File: src/hw/rtl/kmp_pattern_search_core_assert.svh
// Assertion macros for the KMP pattern search core.
// Included by files that check their own logic; expects clk and rst_n in scope.
`ifndef KMP_PATTERN_SEARCH_CORE_ASSERT_SVH
`define KMP_PATTERN_SEARCH_CORE_ASSERT_SVH

`ifndef SYNTHESIS
// Same-cycle implication, disabled during reset.
`define KMPS_ASSERT_NOW(label, ante, cons) \
    label: assert property (@(posedge clk) disable iff (!rst_n) (ante) |-> (cons)) \
    else $error("kmp_pattern_search_core: assertion failed");
// Next-cycle implication, disabled during reset.
`define KMPS_ASSERT_NEXT(label, ante, cons) \
    label: assert property (@(posedge clk) disable iff (!rst_n) (ante) |=> (cons)) \
    else $error("kmp_pattern_search_core: assertion failed");
`else
`define KMPS_ASSERT_NOW(label, ante, cons)
`define KMPS_ASSERT_NEXT(label, ante, cons)
`endif

`endif

File: src/hw/rtl/kmps_pkg.sv
// Shared types and constants of the KMP pattern search core.
// No dependencies; used by the interfaces, the link walker and the top level.
package kmps_pkg;

    localparam int MAX_PATTERN_DEF    = 64;
    localparam int POSITION_WIDTH_DEF = 32;

    localparam int SYMBOL_W  = 8;
    localparam int STATUS_W  = 2;
    localparam int POS_OUT_W = 32;

    localparam logic OP_PATTERN = 1'b0;
    localparam logic OP_TEXT    = 1'b1;

    localparam logic [STATUS_W-1:0] STATUS_MATCH    = 2'd0;
    localparam logic [STATUS_W-1:0] STATUS_NO_MATCH = 2'd1;
    localparam logic [STATUS_W-1:0] STATUS_TOO_LONG = 2'd2;

    // Command from the top level to the link walker.
    typedef struct packed {
        logic start;
        logic build;
    } walk_cmd_t;

    // Status from the link walker back to the top level.
    typedef struct packed {
        logic done;
        logic reached;
    } walk_stat_t;

endpackage

File: src/hw/rtl/kmps_if.sv
// Handshake interfaces of the KMP pattern search core: input words and results.
// Depends on kmps_pkg for field widths.
interface kmps_feed_if;
    logic                          valid;
    logic                          ready;
    logic                          operation;
    logic [kmps_pkg::SYMBOL_W-1:0] symbol;
    logic                          last;

    modport source (output valid, operation, symbol, last, input ready);
    modport sink   (input valid, operation, symbol, last, output ready);
endinterface

interface kmps_result_if;
    logic                           valid;
    logic                           ready;
    logic [kmps_pkg::STATUS_W-1:0]  status;
    logic [kmps_pkg::POS_OUT_W-1:0] position;

    modport source (output valid, status, position, input ready);
    modport sink   (input valid, status, position, output ready);
endinterface

File: src/hw/rtl/kmps_link_walk.sv
// Shared compare unit of the KMP core: holds the pattern and failure memories and
// walks failure links one step per cycle. Depends on kmps_pkg.
module kmps_link_walk #(
    parameter int  MAX_PATTERN = kmps_pkg::MAX_PATTERN_DEF,
    localparam int LEN_W       = $clog2(MAX_PATTERN + 1)
) (
    input  logic                          clk,
    input  logic                          rst_n,
    input  kmps_pkg::walk_cmd_t           cmd,
    input  logic [kmps_pkg::SYMBOL_W-1:0] sym,
    input  logic [LEN_W-1:0]              cur,
    input  logic [LEN_W-1:0]              bound,
    output kmps_pkg::walk_stat_t          stat,
    output logic [LEN_W-1:0]              len
);
    import kmps_pkg::*;

    localparam int IDX_W = (MAX_PATTERN > 1) ? $clog2(MAX_PATTERN) : 1;

    localparam logic ST_IDLE = 1'b0;
    localparam logic ST_WALK = 1'b1;

    logic                state_reg, state_next;
    logic                build_reg;
    logic [SYMBOL_W-1:0] sym_reg;
    logic [LEN_W-1:0]    bound_reg;
    logic [LEN_W-1:0]    cur_reg, cur_next;

    logic [SYMBOL_W-1:0] store_mem [MAX_PATTERN];
    logic [LEN_W-1:0]    fail_mem  [MAX_PATTERN];
    logic [SYMBOL_W-1:0] store_q_reg;
    logic [LEN_W-1:0]    fail_q_reg;

    logic [LEN_W-1:0]    rd_len, rd_len_dec;
    logic [IDX_W-1:0]    store_raddr, fail_raddr;
    logic                in_range, equal, mismatch;

    // The candidate length is compared against the stored byte at that length;
    // on a mismatch the failure entry just read becomes the next candidate.
    assign in_range = cur_reg < bound_reg;
    assign equal    = sym_reg == store_q_reg;
    assign mismatch = (state_reg == ST_WALK) && (cur_reg != '0) && in_range && !equal;

    assign rd_len      = cmd.start ? cur : fail_q_reg;
    assign rd_len_dec  = rd_len - LEN_W'(1);
    assign store_raddr = rd_len[IDX_W-1:0];
    assign fail_raddr  = rd_len_dec[IDX_W-1:0];

    assign len          = cur_reg + LEN_W'(in_range && equal);
    assign stat.done    = (state_reg == ST_WALK) && !mismatch;
    assign stat.reached = len >= bound_reg;

    always_comb
    begin
        state_next = state_reg;
        unique case (state_reg)
            ST_IDLE:
            begin
                if (cmd.start)
                begin
                    state_next = ST_WALK;
                end
            end
            ST_WALK:
            begin
                if (!mismatch)
                begin
                    state_next = ST_IDLE;
                end
            end
            default:
            begin
                state_next = ST_IDLE;
            end
        endcase
    end

    always_comb
    begin
        if (cmd.start)
        begin
            cur_next = cur;
        end
        else if (mismatch)
        begin
            cur_next = fail_q_reg;
        end
        else
        begin
            cur_next = cur_reg;
        end
    end

    always_ff @(posedge clk or negedge rst_n)
    begin
        if (!rst_n)
        begin
            state_reg <= ST_IDLE;
        end
        else
        begin
            state_reg <= state_next;
        end
    end

    always_ff @(posedge clk)
    begin
        cur_reg <= cur_next;
        if (cmd.start)
        begin
            build_reg <= cmd.build;
            sym_reg   <= sym;
            bound_reg <= bound;
        end
    end

    // While building, the new byte goes in at the current length and its
    // failure entry is written when the walk settles.
    always_ff @(posedge clk)
    begin
        if (cmd.start && cmd.build)
        begin
            store_mem[bound[IDX_W-1:0]] <= sym;
        end
        if (stat.done && build_reg)
        begin
            fail_mem[bound_reg[IDX_W-1:0]] <= len;
        end
        store_q_reg <= store_mem[store_raddr];
        fail_q_reg  <= fail_mem[fail_raddr];
    end

endmodule

File: src/hw/rtl/kmp_pattern_search_core.sv
// Top level of the KMP pattern search core: word handshakes, search state and result register.
// Depends on kmps_pkg, kmps_if.sv, kmps_link_walk and kmp_pattern_search_core_assert.svh.
//
//   Channel   Direction  Word contents
//   feed      sink       operation (pattern/text), symbol byte, last marker
//   result    source     status code, 32-bit match start position
//
// A stored pattern word or a searched text word keeps the input busy while failure links
// are followed; the single read port of each memory in the link walker sets one link per
// cycle. Dropped pattern words and text words that are not searched start no walk.
// Reset is asynchronous and active low; the pattern and failure memories are not cleared,
// only the lengths, the text index and the flags. A new word is taken while a result waits,
// as long as the result register drains in the same cycle or is empty.
module kmp_pattern_search_core #(
    parameter int MAX_PATTERN    = kmps_pkg::MAX_PATTERN_DEF,
    parameter int POSITION_WIDTH = kmps_pkg::POSITION_WIDTH_DEF
) (
    input logic          clk,
    input logic          rst_n,
    kmps_feed_if.sink    feed,
    kmps_result_if.source result
);
    import kmps_pkg::*;

    `include "kmp_pattern_search_core_assert.svh"

    localparam int LEN_W = $clog2(MAX_PATTERN + 1);

    // Search state.
    logic                      busy_reg, busy_next;
    logic                      op_reg, last_reg;
    logic [LEN_W-1:0]          pattern_length_reg, pattern_length_next;
    logic [LEN_W-1:0]          prefix_length_reg, prefix_length_next;
    logic [LEN_W-1:0]          match_length_reg, match_length_next;
    logic [POSITION_WIDTH-1:0] text_index_reg, text_index_next;
    logic                      match_done_reg, match_done_next;
    logic                      pattern_overflow_reg, pattern_overflow_next;
    logic                      pattern_closed_reg, pattern_closed_next;

    // Result register.
    logic                      out_valid_reg, out_valid_next;
    logic [STATUS_W-1:0]       out_status_reg, out_status_next;
    logic [POSITION_WIDTH-1:0] out_position_reg, out_position_next;
    logic [POSITION_WIDTH+POS_OUT_W-1:0] pos_ext;

    // Link walker connection.
    walk_cmd_t                 walk_cmd;
    walk_stat_t                walk_stat;
    logic [LEN_W-1:0]          walk_cur, walk_bound, walk_len;

    logic                      in_fire;
    logic [LEN_W-1:0]          eff_len, eff_prefix;
    logic                      eff_overflow;
    logic                      text_step, step_last, step_hit;
    logic [POSITION_WIDTH+LEN_W-1:0] start_wide;

    kmps_link_walk #(
        .MAX_PATTERN (MAX_PATTERN)
    ) u_walk (
        .clk   (clk),
        .rst_n (rst_n),
        .cmd   (walk_cmd),
        .sym   (feed.symbol),
        .cur   (walk_cur),
        .bound (walk_bound),
        .stat  (walk_stat),
        .len   (walk_len)
    );

    // A word is taken when no walk is running and the result slot is free or
    // draining; only the word in progress can fill the slot afterwards.
    assign feed.ready = !busy_reg && (!out_valid_reg || result.ready);
    assign in_fire    = feed.valid && feed.ready;

    assign result.valid  = out_valid_reg;
    assign result.status = out_status_reg;
    assign pos_ext         = {{POS_OUT_W{1'b0}}, out_position_reg};
    assign result.position = pos_ext[POS_OUT_W-1:0];

    // A pattern word after a closed pattern starts a fresh one.
    assign eff_len      = pattern_closed_reg ? '0 : pattern_length_reg;
    assign eff_prefix   = pattern_closed_reg ? '0 : prefix_length_reg;
    assign eff_overflow = pattern_closed_reg ? 1'b0 : pattern_overflow_reg;

    // Text walks resume from the running match length against the whole pattern;
    // pattern walks resume from the running prefix against the bytes stored so far.
    assign walk_cur   = (feed.operation == OP_TEXT) ? match_length_reg : eff_prefix;
    assign walk_bound = (feed.operation == OP_TEXT) ? pattern_length_reg : eff_len;

    // Match start, wrapped to the position width.
    assign start_wide = {{LEN_W{1'b0}}, text_index_reg} + (POSITION_WIDTH + LEN_W)'(1)
                      - {{POSITION_WIDTH{1'b0}}, pattern_length_reg};

    always_comb
    begin
        busy_next             = busy_reg;
        pattern_length_next   = pattern_length_reg;
        prefix_length_next    = prefix_length_reg;
        match_length_next     = match_length_reg;
        text_index_next       = text_index_reg;
        match_done_next       = match_done_reg;
        pattern_overflow_next = pattern_overflow_reg;
        pattern_closed_next   = pattern_closed_reg;
        out_valid_next        = out_valid_reg && !result.ready;
        out_status_next       = out_status_reg;
        out_position_next     = out_position_reg;
        walk_cmd              = '0;
        text_step             = 1'b0;
        step_last             = 1'b0;
        step_hit              = 1'b0;

        if (in_fire)
        begin
            walk_cmd.build = (feed.operation == OP_PATTERN);
            if (feed.operation == OP_TEXT)
            begin
                pattern_closed_next = 1'b1;
                if (!match_done_reg && !pattern_overflow_reg && pattern_length_reg != '0)
                begin
                    walk_cmd.start = 1'b1;
                    busy_next      = 1'b1;
                end
                else
                begin
                    // Nothing to search: only the index moves and the end is handled.
                    text_step = 1'b1;
                    step_last = feed.last;
                end
            end
            else
            begin
                pattern_closed_next   = feed.last;
                pattern_length_next   = eff_len;
                prefix_length_next    = eff_prefix;
                pattern_overflow_next = eff_overflow;
                if (eff_len < LEN_W'(MAX_PATTERN))
                begin
                    walk_cmd.start = 1'b1;
                    busy_next      = 1'b1;
                end
                else
                begin
                    // The store is full: the byte is dropped and the pattern marked.
                    pattern_overflow_next = 1'b1;
                    if (feed.last)
                    begin
                        out_valid_next    = 1'b1;
                        out_status_next   = STATUS_TOO_LONG;
                        out_position_next = '0;
                    end
                end
            end
        end

        if (walk_stat.done)
        begin
            busy_next = 1'b0;
            if (op_reg == OP_PATTERN)
            begin
                pattern_length_next = pattern_length_reg + LEN_W'(1);
                prefix_length_next  = walk_len;
            end
            else
            begin
                match_length_next = walk_len;
                text_step         = 1'b1;
                step_last         = last_reg;
                step_hit          = walk_stat.reached;
            end
        end

        if (text_step)
        begin
            if (step_hit)
            begin
                out_valid_next    = 1'b1;
                out_status_next   = STATUS_MATCH;
                out_position_next = start_wide[POSITION_WIDTH-1:0];
                match_done_next   = 1'b1;
            end
            text_index_next = text_index_reg + POSITION_WIDTH'(1);
            if (step_last)
            begin
                if (!step_hit && !match_done_reg)
                begin
                    out_valid_next    = 1'b1;
                    out_status_next   = pattern_overflow_reg ? STATUS_TOO_LONG
                                                             : STATUS_NO_MATCH;
                    out_position_next = '0;
                end
                match_length_next = '0;
                text_index_next   = '0;
                match_done_next   = 1'b0;
            end
        end
    end

    always_ff @(posedge clk or negedge rst_n)
    begin
        if (!rst_n)
        begin
            busy_reg             <= 1'b0;
            pattern_length_reg   <= '0;
            prefix_length_reg    <= '0;
            match_length_reg     <= '0;
            text_index_reg       <= '0;
            match_done_reg       <= 1'b0;
            pattern_overflow_reg <= 1'b0;
            pattern_closed_reg   <= 1'b0;
            out_valid_reg        <= 1'b0;
        end
        else
        begin
            busy_reg             <= busy_next;
            pattern_length_reg   <= pattern_length_next;
            prefix_length_reg    <= prefix_length_next;
            match_length_reg     <= match_length_next;
            text_index_reg       <= text_index_next;
            match_done_reg       <= match_done_next;
            pattern_overflow_reg <= pattern_overflow_next;
            pattern_closed_reg   <= pattern_closed_next;
            out_valid_reg        <= out_valid_next;
        end
    end

    // Word attributes held for the walk, and the result payload.
    always_ff @(posedge clk)
    begin
        if (in_fire)
        begin
            op_reg   <= feed.operation;
            last_reg <= feed.last;
        end
        out_status_reg   <= out_status_next;
        out_position_reg <= out_position_next;
    end

    // The walker only finishes a walk that this level started and still waits on.
    `KMPS_ASSERT_NOW(a_done_while_busy, walk_stat.done, busy_reg)
    // The running prefix is always a proper prefix of the stored pattern.
    `KMPS_ASSERT_NOW(a_prefix_proper, !busy_reg && pattern_length_reg != '0, prefix_length_reg < pattern_length_reg)
    // Overflow is flagged only once the store is completely full.
    `KMPS_ASSERT_NOW(a_overflow_full, pattern_overflow_reg, pattern_length_reg == LEN_W'(MAX_PATTERN))

endmodule

File: src/flat_wrapper.sv
// flat-port wrapper written by rule: the top's interface ports become plain ports
module kmp_pattern_search_core_flat import kmps_pkg::*;
#(
    parameter int MAX_PATTERN    = kmps_pkg::MAX_PATTERN_DEF,
    parameter int POSITION_WIDTH = kmps_pkg::POSITION_WIDTH_DEF
)
  (clk, rst_n, feed_valid, feed_operation, feed_symbol, feed_last, feed_ready, result_valid, result_status, result_position, result_ready);
  kmps_feed_if feed_i ();
  kmps_result_if result_i ();
  input logic clk;
  input logic rst_n;
  input wire logic [$bits(feed_i.valid)-1:0] feed_valid;
  input wire logic [$bits(feed_i.operation)-1:0] feed_operation;
  input wire logic [$bits(feed_i.symbol)-1:0] feed_symbol;
  input wire logic [$bits(feed_i.last)-1:0] feed_last;
  output wire logic [$bits(feed_i.ready)-1:0] feed_ready;
  output wire logic [$bits(result_i.valid)-1:0] result_valid;
  output wire logic [$bits(result_i.status)-1:0] result_status;
  output wire logic [$bits(result_i.position)-1:0] result_position;
  input wire logic [$bits(result_i.ready)-1:0] result_ready;
  assign feed_i.valid = feed_valid;
  assign feed_i.operation = feed_operation;
  assign feed_i.symbol = feed_symbol;
  assign feed_i.last = feed_last;
  assign feed_ready = feed_i.ready;
  assign result_valid = result_i.valid;
  assign result_status = result_i.status;
  assign result_position = result_i.position;
  assign result_i.ready = result_ready;
  kmp_pattern_search_core #(.MAX_PATTERN(MAX_PATTERN), .POSITION_WIDTH(POSITION_WIDTH)) u_core (.clk(clk), .rst_n(rst_n), .feed(feed_i), .result(result_i));
endmodule
File: config.mk
export PLATFORM = sky130hd
export DESIGN_NAME = kmp_pattern_search_core_flat
export DESIGN_NICKNAME = d
export VERILOG_FILES = /design/src/hw/rtl/kmps_pkg.sv /design/src/hw/rtl/kmps_if.sv /design/src/hw/rtl/kmps_link_walk.sv /design/src/hw/rtl/kmp_pattern_search_core.sv /design/src/flat_wrapper.sv
export VERILOG_INCLUDE_DIRS = /design/src /design/src/hw/rtl
export SDC_FILE = /design/constraint.sdc
export NUM_CORES = 1
export LEC_CHECK = 0
export ABC_AREA = 1
export BUFFER_PORTS_ARGS = -buffer_cell sky130_fd_sc_hd__buf_4
export CELL_PAD_IN_SITES_DETAIL_PLACEMENT = 1
export CELL_PAD_IN_SITES_GLOBAL_PLACEMENT = 1
export CORE_UTILIZATION = 35
export DETAILED_ROUTE_END_ITERATION = 6
export PLACE_DENSITY = 0.56
export SLEW_MARGIN = 20
export SYNTH_ARGS = -nofsm -noshare
export SYNTH_HDL_FRONTEND = slang
export SYNTH_SLANG_ARGS = --single-unit
File: constraint.sdc
create_clock -name clk -period 6.26 [get_ports clk]
set_input_delay 0 -clock clk [delete_from_list [all_inputs] [get_ports clk]]
set_output_delay 0 -clock clk [all_outputs]
set_load 0.05 [all_outputs]
==> summary.txt, run 1 <==
Status
  • Outcome: finished clean

Final layout
  • Design area: 56,010 sq um
  • Proportion of layout cells with a drive suffix above 1: 6.454%
  • Inserted Diodes: 0
  • Fin nets: 5,059
  • Filler Cell Count: 15.62k
  • Area growth, synth to finish: 13.15%
  • Flip-flop count of the largest register after layout: 512
  • Final core occ: 40.04%

Timing
  • Count of final setup violators: 0
  • Final setup TNS: 0 ns
  • Final Slew Violations: 0
  • Worst Skew: 0.03696 ns
  • Slew HR: 27.11%
  • Final Hold Fails: 0
  • Worst slew pin tran: 1.092 ns
  • Fin crit share: 80.55%
  • Minimum clock period: 5.042 ns
  • RSZ-0062 raised after global routing: false
  • Hold WS: 0.2114 ns
  • Maximum clock frequency: 0.1983 GHz

Yosys
  • Most used DFF post-synth: edfxtp_1
  • Cells after synthesis: 4,938
  • Synth area leader: edfxtp_1
  • Register area share after synthesis: 64.72%
  • Post-Syn Nets: 5,032
  • Register bit total from synthesis: 1,093
  • Fraction of registers with async set or reset after synthesis: 5.398%
  • Area contributors post-synth: edfxtp_1 60%, nand2_1 11%, nand3_1 8.7%
  • Cell area after synthesis: 49,500 sq um
  • Yosys top cell area share: 59.75%
  • Synth cell types: 45
  • Syn_area_per_cell: 10.02 sq um
  • Synth warn: 0
  • EDFF count, synth: 985

CTS
  • Clock sink count: 1,093
  • Cts hold-fix bufs: 17
  • Clk root buf: clkbuf_16
  • Post-CTS sizing: 0
  • Post-CTS setup buffers: 0
  • CTS tree: done
  • Clk pin slew, worst setup/hold paths: 0.05 ns
  • H-tree Lvls: 4
  • CTS Buf Count: 131
  • Clock Latency Late Sink: 0.78 ns
  • Clock buffer depth: 3

Critical path
  • Slowest CP cell: nand2_1
  • R2r endpoint: u_core.result.status[0]$_DFF_P_
  • Reg2reg start: u_core.u_walk.bound_reg[2]$_DFFE_PP_
  • Worst EP required: 6.91 ns
  • Worst setup path startpoint: u_core.u_walk.bound_reg[2]$_DFFE_PP_
  • Worst Path Buf+Inv: 3
  • Delay-heaviest family, CP: simple AND/OR/NAND/NOR gates
  • Kind of critical path: flop to flop
  • Cells on worst reg2reg path: 24
  • Crit-path cells: inv_1, ha_1, a21oi_1, o21ai_1, nand4_1, o211ai_1, nor2_1, ha_2, ha_4, nand4_1, nor2_1, xor2_1, inv_2, ha_1, nand2_1, o21a_1, o211ai_1, nand4_1, nand2_1, inv_1, nand2_1, nand2_1, nand2_1, nand2_1
  • Worst setup EP type: flop
  • Worst EP arrival: 5.69 ns
  • Reg2Reg Setup Slack: 1.22 ns
  • Critical path's largest stage delay: 0.58 ns
  • Most used cell, CP: nand2_1
  • Startpoint Class: flop
  • Worst-path fanout max: 21

Die
  • Initial core utilization: 35.39%
  • Placeable Area: 139,900 sq um
  • Die area: 142,900 sq um
  • IO Pins: 50
  • Die width: 378.1 um
  • Die Y: 378.1 um
  • Std cell rows: 137

Route
  • Pre-antenna DRT Iters: 5
  • First-iteration detailed-routing DRC count: 2,086
  • Total number of vias: 35.07k
  • Detailed Route WL: 154,600 um
  • Drt drc: 0
  • Via/cell ratio: 5.051
  • Post-detailed-route count of antenna-violating nets: 0
  • Avg WL per Cell: 22.27 um

Place
  • Routability Congestion: 0.7970
  • Detail Placement HPWL: 92,910 um
  • DP Area: 51,800 sq um
  • I/O Buffers: 49

Hold path
  • Worst hold start: feed_last
  • Hold Path Sink: u_core.pattern_closed_reg$_DFFE_PN0P_
  • Path type of the worst min-delay path: input pin to flop
  • WHS Path Cells: 4

Power and ir drop
  • Peak supply drop: 0.3992 mV
  • Pwr Density: 555.8 nW/um^2
  • Leak pwr: 22.52 nW
  • Tot Pwr: 31.13 mW

Global route
  • Largest net degree at the start of global routing: 129
  • Gr usage total: 21.76%
  • First-pass GRT wire length: 232,500 um
  • GRT Residual Overflow: 0
  • Vias in the first global route: 36.16k
  • Initial antenna violation count: 2

Flow run
  • Max_cap viols: 0
[cells in the mapped netlist (5+ instances only)]
cell,count
dfrtp_1,59
o21ai_0,90
buf_1,17
xnor2_1,9
o22ai_1,5
a22oi_1,16
inv_1,573
nand3_1,856
nand3b_1,21
nand2_1,1404
buf_4,7
inv_2,7
dfxtp_1,49
edfxtp_1,985
clkbuf_1,89
o21ai_1,5
nor2_1,258
o211ai_1,6
ha_1,79
nand4_1,33
nor3_1,20
nor4_1,11
xor2_1,47
a21oi_1,130
nand2_2,5
buf_2,115
[worst reg2reg max path: cells and delay by family (launching register included)]
family	cells	cell delay [ns]
AO/OA/AOI/OAI	5	0.78
adder cells (fa/ha/maj)	4	1.02
AND/OR/NAND/NOR	11	1.71
flip-flops	1	0.45
buffers and inverters	3	0.74
XOR/XNOR	1	0.24
[stage by stage]
stage | std cells | worst slack, ns
final | 6943 | 1.218
after global routing | 6943 | 0.7134
after CTS | 6943 | 1.203
after detailed placement | 6691 | 1.243
after global placement | 6691 | 1.352
after floorplan | 4938 | 0.9854
[routing by layer]
metal | vias to the layer above | part of all wire, % | global-route usage (%) | wire, um
li1 | 16600 | - | - | -
met1 | 17770 | 47 | 29.97 | 72390
met2 | 515 | 48 | 36.25 | 74200
met3 | 181 | 3.3 | 2.966 | 5165
met4 | 4 | 1.8 | 4.988 | 2811
met5 | - | 0.016 | 0 | 24
[cells by family after synthesis]
group,Yosys count,synth area share [%]
xor gates and xnor gates,59,1.089
buffers and inverters,811,6.509
AOI/OAI and AO/OA,271,2.990
adders and majority gates,80,2.037
and+or+nand+nor,2624,22.66
DFF,1093,64.72
[where the power goes]
part           switching [mW]  leakage, nW  total (mW)  internal (mW)
registers               0.306         10.1        9.07           8.76
logic                    11.0         10.5        14.8           3.86
clock network            3.07         1.96        7.25           4.18
[layout by cell type (no fill, tap or decap), types with 49 or more instances in the layout]
cell type	synthesis	routed
a21oi_1	130	130
buf_4	7	99
clkbuf_16	0	135
dfrtp_1	59	59
dfxtp_1	49	49
edfxtp_1	985	985
ha_1	79	76
inv_1	573	568
nand2_1	1404	1396
nand3_1	856	855
nor2_1	258	257
o21ai_0	90	90
[final cells by class]
cell class / instances / area [sq um] / area share, %
clock inverters: 58 / 441.7 / 0.7886
inverters: 582 / 2187 / 3.905
multi-input cells: 3034 / 14350 / 25.62
well taps: 1876 / 2347 / 4.191
repair buffers: 123 / 1071 / 1.912
clock buffers: 177 / 3576 / 6.385
flip-flops and latches: 1093 / 32040 / 57.20
[worst max path at each step]
| stage | endpoint | slack (ns) | cells past startpoint |
|---|---|---|---|
| floorplan | u_core.result.position[11]$_DFF_P_ | 0.99 | 20 |
| global placement | u_core.result.status[0]$_DFF_P_ | 1.35 | 24 |
| detailed placement | u_core.result.status[0]$_DFF_P_ | 1.24 | 24 |
| CTS | u_core.result.status[0]$_DFF_P_ | 1.20 | 24 |
| global route | u_core.result.status[0]$_DFF_P_ | 0.71 | 25 |
| finish | u_core.result.status[0]$_DFF_P_ | 1.22 | 24 |
Power figures use the tool's default switching activity.
==> inputs of run 2 (changes only) <==
- ABC_AREA: 1 -> 0
- PLACE_DENSITY: 0.56 -> 0.53
- clock period: 6.26 -> 4.8 ns (I/O delays scaled with it)
==> run 2 against run 1 <==
Global-route usage is 2.9 points lower; routed wire length is 19% lower; first-iteration DRC count down 14%; flip-flop and latch count is the same; utilization grew 1.0 points; largest power group unchanged; clock skew increased by 0.035 ns; critical path depth fell by 12; via count down 25%; maximum frequency increased by 10%; critical path type unchanged; final cell count decreased by 28%; cell area fell by 5.1%; critical endpoint is now u_core.u_walk.store_q_reg[0]$_DFF_P_; largest cell class unchanged; sequential share of layout area rose by 3.1 points.
==> summary.txt, run 2 <==
Critical path
  • Critical path's largest stage delay: 1.06 ns
  • Slowest CP cell: o41ai_1
  • Startpoint Class: flop
  • Worst EP arrival: 5.23 ns
  • Worst-path fanout max: 113
  • Delay-heaviest family, CP: compound AO/OA/AOI/OAI gates
  • Worst EP required: 5.45 ns
  • Worst Path Buf+Inv: 2
  • Worst setup EP type: flop
  • Kind of critical path: flop to flop
  • Crit-path cells: inv_1, ha_1, nor4b_2, and3_1, nor3_1, or2_4, buf_12, a211oi_1, a311oi_1, o41ai_1, o22ai_1, or3_1

Timing
  • Minimum clock period: 4.580 ns
  • RSZ-0062 raised after global routing: false
  • Worst Skew: 0.07169 ns
  • Fin crit share: 95.41%
  • Final Hold Fails: 0
  • Slew HR: 21.34%
  • Maximum clock frequency: 0.2183 GHz
  • Final setup TNS: 0 ns
  • Final Slew Violations: 0
  • Worst slew pin tran: 1.165 ns
  • Hold WS: 0.09449 ns
  • Count of final setup violators: 0

Yosys
  • Commonest cells in the synthesized netlist: 985 x edfxtp_1, 291 x nand2_1, 213 x nor2_1, 161 x mux2i_1, 126 x mux4_2
  • Syn_area_per_cell: 15.37 sq um
  • Xor/xnor cell area share of the yosys netlist: 1.375%
  • Area contributors post-synth: edfxtp_1 65%, mux4_2 6.2%, mux2i_1 3.5%
  • Cells after synthesis: 2,973
  • Adder-Cell Fraction of Synth Area: 2.207%
  • Synth Area in Simple Gates: 7.636%
  • Cell area after synthesis: 45,690 sq um
  • Fraction of registers with async set or reset after synthesis: 5.398%
  • EDFF count, synth: 985
  • Synth Area in Compound Gates: 6.669%
  • Register bit total from synthesis: 1,093
  • Most numerous cell in the Yosys netlist: edfxtp_1
  • Register area share after synthesis: 70.12%
  • Most used DFF post-synth: edfxtp_1
  • Synth cell types: 70
  • Synth warn: 0
  • Largest family of logic cells by synthesized area: multiplexers
  • Mux cell area share after synthesis: 9.818%
  • Synth area leader: edfxtp_1
  • Post-Syn Nets: 3,067
  • Yosys top cell area share: 64.74%

Route
  • Via/cell ratio: 5.263
  • Drt drc: 0
  • Pre-antenna DRT Iters: 4
  • First-iteration detailed-routing DRC count: 1,793
  • Post-detailed-route count of antenna-violating nets: 0
  • Detailed Route WL: 124,700 um
  • Avg WL per Cell: 24.95 um
  • Total number of vias: 26.30k

Global route
  • GRT Residual Overflow: 0
  • Initial antenna violation count: 0
  • Vias in the first global route: 28.18k
  • Largest net degree at the start of global routing: 114
  • Gr usage total: 18.91%
  • First-pass GRT wire length: 185,400 um

Power and ir drop
  • Pwr Density: 725.3 nW/um^2
  • Peak supply drop: 0.9236 mV
  • Fraction of power spent switching nets: 38.86%
  • Internal Power: 23.56 mW
  • Leak pwr: 18.38 nW
  • Flop pwr share: 30.9%
  • Combinational power share: 45.2%
  • Clk pwr share: 23.9%
  • P_sw: 14.98 mW

Place
  • Routability Congestion: 0.7925
  • I/O Buffers: 49
  • Detail Placement HPWL: 77,880 um

Flow run
  • Max_cap viols: 0

Die
  • Placeable Area: 129,500 sq um
  • Die area: 132,000 sq um
  • Die Y: 363.3 um
  • IO Pins: 50
  • Initial core utilization: 35.28%
  • Std cell rows: 132
  • Die width: 363.3 um

Hold path
  • Path type of the worst min-delay path: input pin to flop

CTS
  • Post-CTS setup buffers: 0
  • Clock Latency Late Sink: 0.77 ns
  • Clk pin slew, worst setup/hold paths: 0.07 ns
  • Clock buffer depth: 3
  • CTS tree: done
  • Clock sink count: 1,093
  • H-tree Lvls: 3
  • CTS Buf Count: 119
  • Clk root buf: clkbuf_16

Final layout
  • Flip-flop count of the largest register after layout: 512
  • Fin nets: 3,245
  • Area growth, synth to finish: 16.32%
  • Most common cell after layout, fill and taps aside: edfxtp_1
  • Most frequent cells in the layout: 985 x edfxtp_1, 289 x nand2_1, 213 x nor2_1
  • Proportion of layout cells with a drive suffix above 1: 16.82%

Status
  • Outcome: finished clean
-- run 2: worst register-to-register path, stage by stage (launching register included) --
cell	delay (ns)
dfrtp_1	0.48
inv_1	0.14
ha_1	0.15
nor4b_2	0.47
and3_1	0.31
nor3_1	0.09
or2_4	0.34
buf_12	0.24
a211oi_1	0.54
a311oi_1	0.10
o41ai_1	1.06
o22ai_1	0.18
or3_1	0.38
-- run 2: what timing repair did --
| action | 4_1_cts | 5_1_grt |
|---|---|---|
| resized for setup | 0 | 1 |
| hold buffers | 16 | 0 |
| endpoints found under the setup margin | 0 | 5 |
| endpoints found under the hold margin | 661 | 0 |
-- run 2: logic make-up (layout without fill, tap and decap cells) --
family / Yosys count / count (layout)
other: 0 / 1
DFF: 1093 / 1093
muxes: 289 / 289
xor gates and xnor gates: 70 / 70
buffers and inverters: 222 / 502
and+or+nand+nor: 776 / 776
AOI/OAI and AO/OA: 443 / 443
adders and majority gates: 80 / 80
-- run 2: metal layers --
layer,global-route usage (%),up-vias,wire [um]
li1,-,11930,-
met2,30.90,487,59370
met1,26.06,13710,57620
met5,0,-,0
met3,2.733,171,4656
met4,5.750,0,3014
-- run 2: area by class of cell --
type / instances / area [sq um]
Inverter: 64 / 260.3
Antenna cell: 1 / 2.502
Multi-Input combinational cell: 1658 / 12870
Fill cell: 13000 / 76340
Sequential cell: 1093 / 32040
Clock inverter: 79 / 820.8
Clock buffer: 144 / 3123
Tap cell: 1742 / 2180
Timing Repair Buffer: 215 / 1847
-- run 2: through the flow --
step / setup WS (ns) / instances / instance area (sq um) / power [mW] / utilization [%]
after detailed placement: 0.3120 / 4756 / 49010 / 29.74 / 37.85
after global placement: 0.3659 / 4756 / 49010 / 29.53 / 37.85
after CTS: 0.2451 / 4995 / 53140 / 39.06 / 41.04
after global routing: 0.01199 / 4995 / 53140 / 40.43 / 41.04
final: 0.2201 / 4996 / 53140 / 38.54 / 41.04
after floorplan: 0.01661 / 2973 / 45790 / 23.41 / -
-- run 2: path summary, 6_finish.rpt --
path                                                   startpoint  cells after the start  slack [ns]                                     to
setup / recovery           u_core.pattern_length_reg[1]$_DFF_PN0_                     12        0.22   u_core.u_walk.store_q_reg[0]$_DFF_P_
hold / removal                                          feed_last                      2        0.09              u_core.last_reg$_DFFE_PP_
setup reg to reg           u_core.pattern_length_reg[1]$_DFF_PN0_                     12        0.22   u_core.u_walk.store_q_reg[0]$_DFF_P_
hold reg to reg                u_core.result.position[12]$_DFF_P_                      2        0.47     u_core.result.position[12]$_DFF_P_
max in group asynchronous                                   rst_n                      4        4.12  u_core.prefix_length_reg[5]$_DFF_PN0_
min in group asynchronous                                   rst_n                      4        0.36  u_core.text_index_reg[17]$_DFFE_PN0N_
-- run 2: power groups by stage --
stage	clock (mW)	sequential, mW	combinational, mW
floorplan	0	12.4	11.1
finish	9.20	11.9	17.4
global placement	0	12.1	17.4
CTS	9.43	11.9	17.7
global route	9.74	12.0	18.7
detailed placement	0	12.1	17.6
